`src/hdl/wrts_pkg.sv`:
```
package wrts_pkg;

  localparam int unsigned RELAY_COUNT_DEF      = 8;
  localparam int unsigned EVENTS_PER_RELAY_DEF = 8;

  // Output masks carry at most eight relays
  localparam int unsigned MASK_BITS = 8;

  localparam int unsigned SEC_W = 17;

  localparam logic [SEC_W-1:0] SEC_PER_HOUR = 17'd3600;
  localparam logic [SEC_W-1:0] SEC_PER_MIN  = 17'd60;

  localparam logic OP_ADD  = 1'b0;
  localparam logic OP_TICK = 1'b1;

  localparam logic [1:0] STAT_TICK  = 2'd0;
  localparam logic [1:0] STAT_ADDED = 2'd1;
  localparam logic [1:0] STAT_FULL  = 2'd2;

  localparam logic [1:0] CFG_MANUAL = 2'd0;
  localparam logic [1:0] CFG_WAVE   = 2'd1;
  localparam logic [1:0] CFG_MODES  = 2'd2;

  localparam logic [2:0] WAVE_ALWAYS  = 3'd0;
  localparam logic [2:0] WAVE_MIN_15  = 3'd1;
  localparam logic [2:0] WAVE_MIN_30  = 3'd2;
  localparam logic [2:0] WAVE_HR_ODD  = 3'd3;
  localparam logic [2:0] WAVE_HR_6    = 3'd4;
  localparam logic [2:0] WAVE_HR_12   = 3'd5;
  localparam logic [2:0] WAVE_SEC_10  = 3'd6;
  localparam logic [2:0] WAVE_OFF     = 3'd7;

  typedef struct packed {
    logic [2:0]       day;
    logic [SEC_W-1:0] on_sec;
    logic [SEC_W-1:0] off_sec;
  } event_t;

  function automatic logic [SEC_W-1:0] secs_of_day(input logic [4:0] h,
                                                   input logic [5:0] m,
                                                   input logic [5:0] s);
    return SEC_W'(h) * SEC_PER_HOUR + SEC_W'(m) * SEC_PER_MIN + SEC_W'(s);
  endfunction

  // Modulo terms unrolled over the full field range (hour < 32, min/sec < 64)
  function automatic logic wave_on(input logic [2:0] mode,
                                   input logic [4:0] h,
                                   input logic [5:0] m,
                                   input logic [5:0] s);
    logic on;
    unique case (mode)
      WAVE_ALWAYS: on = 1'b1;
      WAVE_MIN_15: on = (m < 6'd15) || (m >= 6'd30 && m < 6'd45) || (m >= 6'd60);
      WAVE_MIN_30: on = (m < 6'd30) || (m >= 6'd60);
      WAVE_HR_ODD: on = !h[0];
      WAVE_HR_6:   on = (h < 5'd6) || (h >= 5'd12 && h < 5'd18) ||
                        (h >= 5'd24 && h < 5'd30);
      WAVE_HR_12:  on = (h < 5'd12) || (h >= 5'd24);
      WAVE_SEC_10: on = (s < 6'd10) || (s >= 6'd20 && s < 6'd30) ||
                        (s >= 6'd40 && s < 6'd50) || (s >= 6'd60);
      WAVE_OFF:    on = 1'b0;
      default:     on = 1'b0;
    endcase
    return on;
  endfunction

endpackage

```
`src/hdl/wrts_event_mem.sv`:
```
module wrts_event_mem #(
  parameter int unsigned ADDR_W = 6
) (
  input  logic                  clk_i,
  input  logic                  we_i,
  input  logic [ADDR_W-1:0]     waddr_i,
  input  wrts_pkg::event_t      wdata_i,
  input  logic                  re_i,
  input  logic [ADDR_W-1:0]     raddr_i,
  output wrts_pkg::event_t      rdata_o
);
  import wrts_pkg::*;

  localparam int unsigned DEPTH = 2 ** ADDR_W;

  event_t mem_q [DEPTH];
  event_t rdata_q;

  always_ff @(posedge clk_i) begin
    if (we_i) begin
      mem_q[waddr_i] <= wdata_i;
    end
  end

  always_ff @(posedge clk_i) begin
    if (re_i) begin
      rdata_q <= mem_q[raddr_i];
    end
  end

  assign rdata_o = rdata_q;

endmodule

```
`src/hdl/wrts_match.sv`:
```
module wrts_match (
  input  wrts_pkg::event_t            ev_i,
  input  logic [2:0]                  day_i,
  input  logic [wrts_pkg::SEC_W-1:0]  now_i,
  output logic                        hit_o
);
  import wrts_pkg::*;

  logic day_ok;
  logic covers;

  assign day_ok = (ev_i.day == 3'd0) || (ev_i.day == day_i);

  always_comb begin
    priority if (ev_i.on_sec < ev_i.off_sec) begin
      covers = (now_i >= ev_i.on_sec) && (now_i < ev_i.off_sec);
    end else if (ev_i.on_sec > ev_i.off_sec) begin
      // wraps past midnight
      covers = (now_i >= ev_i.on_sec) || (now_i < ev_i.off_sec);
    end else begin
      covers = 1'b1;
    end
  end

  assign hit_o = day_ok && covers;

endmodule

```
`src/hdl/weekly_relay_time_scheduler_core.sv`:
```
// Weekly relay scheduler. Raise start_i while busy_o is low to hand in an item; exactly one
// result follows on done_o for one cycle and must be taken then, since the block cannot be
// held off. An add is written in the S_ADD state. A tick walks relays one at a time: manual
// and wavemaker relays are settled in S_RELAY alone, a scheduled relay with stored events
// goes on to S_SCAN and reads them one by one (stopping at the first match). The scan is
// bounded by the single read port of the event memory, one event compared per cycle. Only
// relays 0..7 are visible in the masks.
module weekly_relay_time_scheduler_core #(
  parameter int unsigned RELAY_COUNT      = wrts_pkg::RELAY_COUNT_DEF,
  parameter int unsigned EVENTS_PER_RELAY = wrts_pkg::EVENTS_PER_RELAY_DEF
) (
  input  logic        clk_i,
  input  logic        rst_ni,
  input  logic        start_i,
  output logic        busy_o,
  input  logic        opcode_i,
  input  logic [2:0]  relay_i,
  input  logic [2:0]  day_i,
  input  logic [4:0]  hour_a_i,
  input  logic [5:0]  minute_a_i,
  input  logic [5:0]  second_a_i,
  input  logic [4:0]  hour_b_i,
  input  logic [5:0]  minute_b_i,
  input  logic [5:0]  second_b_i,
  output logic        done_o,
  output logic [1:0]  status_o,
  output logic [7:0]  relay_on_mask_o,
  output logic [7:0]  driven_mask_o,
  input  logic        cfg_we_i,
  input  logic [1:0]  cfg_idx_i,
  input  logic [23:0] cfg_wdata_i
);
  import wrts_pkg::*;

  localparam int unsigned NR     = (RELAY_COUNT < MASK_BITS) ? RELAY_COUNT : MASK_BITS;
  localparam int unsigned RW     = (NR > 1) ? $clog2(NR) : 1;
  localparam int unsigned EW     = (EVENTS_PER_RELAY > 1) ? $clog2(EVENTS_PER_RELAY) : 1;
  localparam int unsigned CW     = $clog2(EVENTS_PER_RELAY + 1);
  localparam int unsigned NSLOT  = 2 ** RW;

  localparam logic [1:0] S_IDLE  = 2'd0;
  localparam logic [1:0] S_ADD   = 2'd1;
  localparam logic [1:0] S_RELAY = 2'd2;
  localparam logic [1:0] S_SCAN  = 2'd3;

  logic [1:0] state_q, state_d;

  // latched item
  logic             op_q;
  logic [2:0]       relay_q, day_q;
  logic [4:0]       hour_q;
  logic [5:0]       min_q, sec_q;
  logic [SEC_W-1:0] sec_a_q, sec_b_q;

  logic [7:0]  manual_q, wave_q;
  logic [23:0] modes_q;

  logic [CW-1:0] cnt_q [NSLOT];
  logic [CW-1:0] cnt_d [NSLOT];

  logic [RW-1:0] r_q, r_d;
  logic [EW:0]   j_q, j_d;
  logic          pend_q, pend_d;
  logic [7:0]    on_q, on_d, drv_q, drv_d;

  logic       done_q, done_d;
  logic [1:0] status_q, status_d;
  logic [7:0] res_on_q, res_on_d, res_drv_q, res_drv_d;

  logic [RW-1:0] cnt_sel;
  logic [CW-1:0] cur_cnt;
  logic          relay_ok, issue, hit, relay_end, last_relay;
  logic          mem_we, mem_re;
  event_t        wr_ev, rd_ev;
  logic [4:0]    mode_base;

  assign busy_o     = (state_q != S_IDLE);
  assign cnt_sel    = (state_q == S_ADD) ? relay_q[RW-1:0] : r_q;
  assign cur_cnt    = cnt_q[cnt_sel];
  assign relay_ok   = ({1'b0, relay_q} < 4'(NR));
  assign issue      = (j_q < (EW+1)'(cur_cnt));
  assign last_relay = (r_q == RW'(NR - 1));
  assign mode_base  = 5'(r_q) * 5'd3;
  assign wr_ev      = '{day: day_q, on_sec: sec_a_q, off_sec: sec_b_q};

  wrts_event_mem #(
    .ADDR_W (RW + EW)
  ) u_mem (
    .clk_i   (clk_i),
    .we_i    (mem_we),
    .waddr_i ({relay_q[RW-1:0], cur_cnt[EW-1:0]}),
    .wdata_i (wr_ev),
    .re_i    (mem_re),
    .raddr_i ({r_q, j_q[EW-1:0]}),
    .rdata_o (rd_ev)
  );

  // sec_a_q holds the current time on a tick
  wrts_match u_match (
    .ev_i  (rd_ev),
    .day_i (day_q),
    .now_i (sec_a_q),
    .hit_o (hit)
  );

  always_comb begin
    state_d   = state_q;
    r_d       = r_q;
    j_d       = j_q;
    pend_d    = 1'b0;
    on_d      = on_q;
    drv_d     = drv_q;
    cnt_d     = cnt_q;
    done_d    = 1'b0;
    status_d  = status_q;
    res_on_d  = res_on_q;
    res_drv_d = res_drv_q;
    mem_we    = 1'b0;
    mem_re    = 1'b0;
    relay_end = 1'b0;

    unique case (state_q)
      S_IDLE: begin
        if (start_i) begin
          state_d = (opcode_i == OP_ADD) ? S_ADD : S_RELAY;
          r_d     = '0;
          on_d    = '0;
          drv_d   = '0;
        end
      end
      S_ADD: begin
        status_d = STAT_FULL;
        if (relay_ok && (cur_cnt < CW'(EVENTS_PER_RELAY))) begin
          mem_we           = 1'b1;
          cnt_d[cnt_sel]   = cur_cnt + CW'(1);
          status_d         = STAT_ADDED;
        end
        res_on_d  = '0;
        res_drv_d = '0;
        done_d    = 1'b1;
        state_d   = S_IDLE;
      end
      S_RELAY: begin
        j_d = '0;
        if (manual_q[r_q]) begin
          relay_end = 1'b1;
        end else if (wave_q[r_q]) begin
          drv_d[r_q] = 1'b1;
          on_d[r_q]  = wave_on(modes_q[mode_base +: 3], hour_q, min_q, sec_q);
          relay_end  = 1'b1;
        end else begin
          drv_d[r_q] = 1'b1;
          if (cur_cnt == '0) begin
            relay_end = 1'b1;
          end else begin
            state_d = S_SCAN;
          end
        end
      end
      S_SCAN: begin
        // reads are issued one ahead of the compare; a stale one is dropped
        if (pend_q && hit) begin
          on_d[r_q] = 1'b1;
          relay_end = 1'b1;
        end else if (issue) begin
          mem_re = 1'b1;
          j_d    = j_q + (EW+1)'(1);
          pend_d = 1'b1;
        end else begin
          relay_end = 1'b1;
        end
      end
      default: state_d = S_IDLE;
    endcase

    if (relay_end) begin
      if (last_relay) begin
        res_on_d  = on_d;
        res_drv_d = drv_d;
        status_d  = STAT_TICK;
        done_d    = 1'b1;
        state_d   = S_IDLE;
      end else begin
        r_d     = r_q + RW'(1);
        state_d = S_RELAY;
      end
    end
  end

  always_ff @(posedge clk_i or negedge rst_ni) begin
    if (!rst_ni) begin
      state_q <= S_IDLE;
      r_q     <= '0;
      j_q     <= '0;
      pend_q  <= 1'b0;
      on_q    <= '0;
      drv_q   <= '0;
      done_q  <= 1'b0;
      cnt_q   <= '{default: '0};
      manual_q <= '0;
      wave_q   <= '0;
      modes_q  <= '0;
    end else begin
      state_q <= state_d;
      r_q     <= r_d;
      j_q     <= j_d;
      pend_q  <= pend_d;
      on_q    <= on_d;
      drv_q   <= drv_d;
      done_q  <= done_d;
      cnt_q   <= cnt_d;
      if (cfg_we_i) begin
        unique case (cfg_idx_i)
          CFG_MANUAL: manual_q <= cfg_wdata_i[7:0];
          CFG_WAVE:   wave_q   <= cfg_wdata_i[7:0];
          CFG_MODES:  modes_q  <= cfg_wdata_i;
          default: ;
        endcase
      end
    end
  end

  always_ff @(posedge clk_i) begin
    if (start_i && !busy_o) begin
      op_q    <= opcode_i;
      relay_q <= relay_i;
      day_q   <= day_i;
      hour_q  <= hour_a_i;
      min_q   <= minute_a_i;
      sec_q   <= second_a_i;
      sec_a_q <= secs_of_day(hour_a_i, minute_a_i, second_a_i);
      sec_b_q <= secs_of_day(hour_b_i, minute_b_i, second_b_i);
    end
    status_q  <= status_d;
    res_on_q  <= res_on_d;
    res_drv_q <= res_drv_d;
  end

  // op_q is used only here: state is steered by opcode_i; op_q forces STAT_TICK for ticks
  assign done_o          = done_q;
  assign status_o        = (op_q == OP_TICK) ? STAT_TICK : status_q;
  assign relay_on_mask_o = res_on_q;
  assign driven_mask_o   = res_drv_q;

endmodule

```
`config.mk`:
```
export PLATFORM = sky130hd
export DESIGN_NAME = weekly_relay_time_scheduler_core
export DESIGN_NICKNAME = d
export VERILOG_FILES = /design/src/hdl/wrts_pkg.sv /design/src/hdl/wrts_event_mem.sv /design/src/hdl/wrts_match.sv /design/src/hdl/weekly_relay_time_scheduler_core.sv
export SDC_FILE = /design/constraint.sdc
export NUM_CORES = 2
export LEC_CHECK = 0
export ABC_AREA = 1
export BUFFER_PORTS_ARGS = -buffer_cell sky130_fd_sc_hd__buf_2
export CAP_MARGIN = 20
export CORE_MARGIN = 5
export CORE_UTILIZATION = 57
export CTS_CLUSTER_SIZE = 40
export DETAILED_ROUTE_END_ITERATION = 12
export MAX_ROUTING_LAYER = met4
export PLACE_DENSITY_LB_ADDON = 0.3
export SETUP_SLACK_MARGIN = 0.3
export SYNTH_ARGS = -nofsm -noshare
export SYNTH_HDL_FRONTEND = slang
export SYNTH_HIERARCHICAL = 1
export SYNTH_SLANG_ARGS = --single-unit
```
`constraint.sdc`:
```
create_clock -name clk_i -period 6.71 [get_ports clk_i]
set_input_delay 0.3355 -clock clk_i [delete_from_list [all_inputs] [get_ports clk_i]]
set_output_delay 0.3355 -clock clk_i [all_outputs]
set_load 0.05 [all_outputs]
```
==> impl_results.md <==
* Port bufs at 90
* Placed Area at 0.111 mm2
* Cell type with the highest aggregate area in the netlist: edfxtp_1
* Vias per cell at 6.14
* Cell count after synthesis at about 9300
* Tmin final at roughly 5000 ps
* Max-cap viol count at 0
* Most used cell along the critical path: inv_1
* Hold Startpoint: cfg_idx_i[1]
* Unique masters post-synth at 52
* CP Capture Type: flip-flop
* Fin nets at roughly 9600
* Clock buffer depth at 3
* CP max FO at 24
* Iteration count of the initial detailed-routing pass at 9
* CTS tree: done
* Worst Skew at between 40 and 50 ps
* Top-area cell type share of the netlist area at 67.9%
* Total global-route track usage at 31.0%
* Die Y-Extent at between 400 and 500 um
* Gr ovfl total at 0
* Reg clk slew, reported paths at 60 ps
* Die span in x at 447 um
* WP data arrival at approximately 5700 ps
* Most common flop cell mapped by yosys: edfxtp_1
* Worst slack, placed at between 1500 and 2000 ps
* Starting Density at between 50% and 60%
* H-tree lvl count at 4
* Least-Margin Pin Slew at between 1000 and 1500 ps
* Async SR Flop Fraction at under 10%
* Placeable core area at between 0.15 and 0.2 mm2
* Min setup slack post-route at roughly 1600 ps
* Critical path launch point type: flip-flop
* Setup TNS at 0 ps
* GP Congestion at 0.929
* Leakage power at approximately 44 nW
* Synthesis warning total at 6
* Avg WL per Cell at roughly 25 um
* RR Startpoint: state_q[1]$_DFFE_PN0P_
* Sequential share of the synthesized area at 70.5%
* First-pass GRT wire length at 448000 um
* Critical path's largest stage delay at 890 ps
* Fillers at roughly 14000
* Synth top area cells: edfxtp_1 68%, nand3_1 10%, nand2_1 10%, dfrtp_1 2.3%, ha_1 1.9%
* Pwr/cell area at around 400 mW/mm2
* Slew Viols, Final at 0
* Outcome: completed
* Post-CTS setup buffer count at 0
* Number of buffers created by CTS at 240
* Hold crit path type: in -> reg
* FF+latch count, synth at about 2600
* WP data required at 7310 ps
* Unrepaired setup endpoints after global routing: false
* Crit Path Category: reg -> reg
* Clk_lat worst skew at slightly above 900 ps
* Syn avg cell area at around 12 um2
* Post-Layout Cell Count at 12100
* Largest net degree at the start of global routing at 211
* Slowest CP cell: nor2_4
* Worst vdd ir at about 320 uV
* Final Instance Area at roughly 0.12 mm2
* Area growth, synth to finish at 10.2%
* Final Hold Vio Count at 0
* Iteration-0 DRC Markers at between 10000 and 15000
* Layout cell share with drive strength beyond 1 at under 10%
* Clk root buf: clkbuf_16
* FP Rows at between 150 and 200
* Crit-path cells: inv_1, ha_1, nand2_1, o21ai_2, inv_1, nand3_1, inv_1, a221oi_1, nand2_1, inv_1, nand4_1, buf_4, nor2_4, buf_4
* Final core occ at around 63%
* Critical path launch point: state_q[1]$_DFFE_PN0P_
* # IOs at slightly above 90
* Die area at approximately 0.20 mm2
* Vias in the first global route at between 70000 and 80000
* Setup violations, final at 0
* Final period util at 76.1%
* Vias at about 74000
* Total wire length at 304000 um
* Final ANT Viol Nets at 0
* Area of the mapped netlist at 0.109 mm2
* Syn_nets at roughly 9600
* Achievable Freq at 196 MHz
* Placed cells at between 10000 and 15000
* Detail Placement HPWL at 167000 um
* Clk sink count at 2578
* Relative slew slack at between 20% and 30%
* Initial antenna violation count at 10
* Number of remaining DRC errors at 0
* EDFF count, synth at around 2500
## what timing repair did
| action | 4_1_cts | 5_1_grt |
|---|---|---|
| endpoints found under the hold margin | 101 | 0 |
| gates resized for setup | 0 | 0 |
| hold buffers | 61 | 0 |
## worst max-delay path, delay by kind of cell, from the launching register on
family          cells  cell delay [ps]
simple gates        5             1720
buf+inv             6             1500
compound gates      2              610
fa+ha+maj           1              530
flops               1              400
## final timing paths
path	depth (start not counted)	slack [ps]	endpoint
max	14	1600	u_mem/mem_q[13][21]$_DFFE_PP_
min	4	40	modes_q[5]$_DFFE_PN0P_
max reg2reg	14	1600	u_mem/mem_q[13][21]$_DFFE_PP_
min reg2reg	2	460	driven_mask_o[4]$_DFF_P_
max in group asynchronous	4	5190	r_q[0]$_DFF_PN0_
min in group asynchronous	4	490	done_o$_DFF_PN0_
## cell type report
cell class | count | area, um2 | share of cell area [%]
clock inverters | 153 | 1450 | 1.21
clock buffers | 292 | 6290 | 5.25
flip-flops and latches | 2578 | 76800 | 64.0
inverters | 272 | 1060 | 0.885
repair buffers | 335 | 2800 | 2.34
well taps | 2511 | 3140 | 2.62
multi-input cells | 5906 | 28400 | 23.7
diodes | 10 | 25.0 | 0.0209
## stage by stage
| stage | hold WS, ps | power, mW |
|---|---|---|
| global route | 57.7 | 49.7 |
| CTS | 4.00 | 47.5 |
| floorplan | 39.9 | 29.1 |
| global placement | 291 | 34.0 |
| detailed placement | 297 | 34.3 |
| finish | 38.7 | 47.8 |
## cells in the final DEF, fill, tap and decap left out, types with 6 or more instances in the layout
cell	netlist	routed
ha_1	161	161
nor2_1	148	91
clkinv_1	1	72
nand2_2	7	7
edfxtp_1	2461	2461
dfxtp_1	18	18
a221oi_1	11	11
inv_1	262	259
bufinv_16	0	19
o21ai_0	93	93
xnor2_1	19	19
dlygate4sd3_1	0	60
a21o_1	9	9
mux2_2	9	9
nand3_1	2272	2272
dfrtp_1	99	93
buf_2	295	89
clkbuf_16	0	241
clkinvlp_4	0	6
nor4_2	0	8
nand2_4	9	9
inv_2	7	6
buf_12	3	25
fa_1	30	30
nand4_1	18	18
nor2_4	0	57
nand2_1	2955	2955
o21bai_1	6	6
xor2_1	33	33
clkinv_16	0	8
diode_2	0	10
buf_4	36	158
a21oi_1	66	66
clkinv_2	0	38
clkbuf_1	90	41
a21boi_0	8	8
## layer usage
| metal | global-route usage (%) | wire, um |
|---|---|---|
| met5 | - | 0 |
| met1 | 42.4 | 116000 |
| met2 | 46.3 | 139000 |
| met4 | 12.7 | 13300 |
| met3 | 6.10 | 35500 |
## cells by family after synthesis
group,Yosys count,share of synthesized area [%]
XOR/XNOR,52,0.419
buffers and inverters,813,3.80
multiplexers,9,0.0932
flip-flops,2578,70.5
AO/OA/AOI/OAI,220,1.18
adder cells (fa/ha/maj),191,2.40
AND/OR/NAND/NOR,5434,21.6
## synthesized netlist by cell type (3+ instances only)
library cell	instances
a21boi_0	8
a21o_1	9
a21oi_1	66
a221oi_1	11
a31oi_1	3
buf_1	50
buf_12	3
buf_2	295
buf_4	36
buf_6	62
buf_8	5
clkbuf_1	90
dfrtp_1	99
dfxtp_1	18
edfxtp_1	2461
fa_1	30
ha_1	161
inv_1	262
inv_2	7
mux2_2	9
nand2_1	2955
nand2_2	7
nand2_4	9
nand3_1	2272
nand4_1	18
nor2_1	148
nor2_2	4
nor3_1	3
nor4_1	8
o21ai_0	93
o21ai_1	4
o21bai_1	6
o22ai_1	5
or2_2	5
xnor2_1	19
xor2_1	33
## report_power, final
part / switching (mW) / internal, mW
registers: 0.445 / 19.5
logic: 11.0 / 3.44
clock network: 5.97 / 7.40
total: 17.4 / 30.4
## flip-flops by register name (all words and copies together) (netlist names)
signal and flops:
on_q 8, min_q 6, modes_q 24, day_q 3
pend_q 1, j_q 4, op_q 1, u_mem/rdata_o 37
sec_q 6, done_o 1, hour_q 5, drv_q 8
u_mem/mem_q 2368, status_q 2, sec_a_q 15, r_q 3
state_q 2, relay_on_mask_o 8, driven_mask_o 8, sec_b_q 17
cnt_q 32, manual_q 8, wave_q 8, relay_q 3
Note: power is estimated with default switching activity, not from simulation.
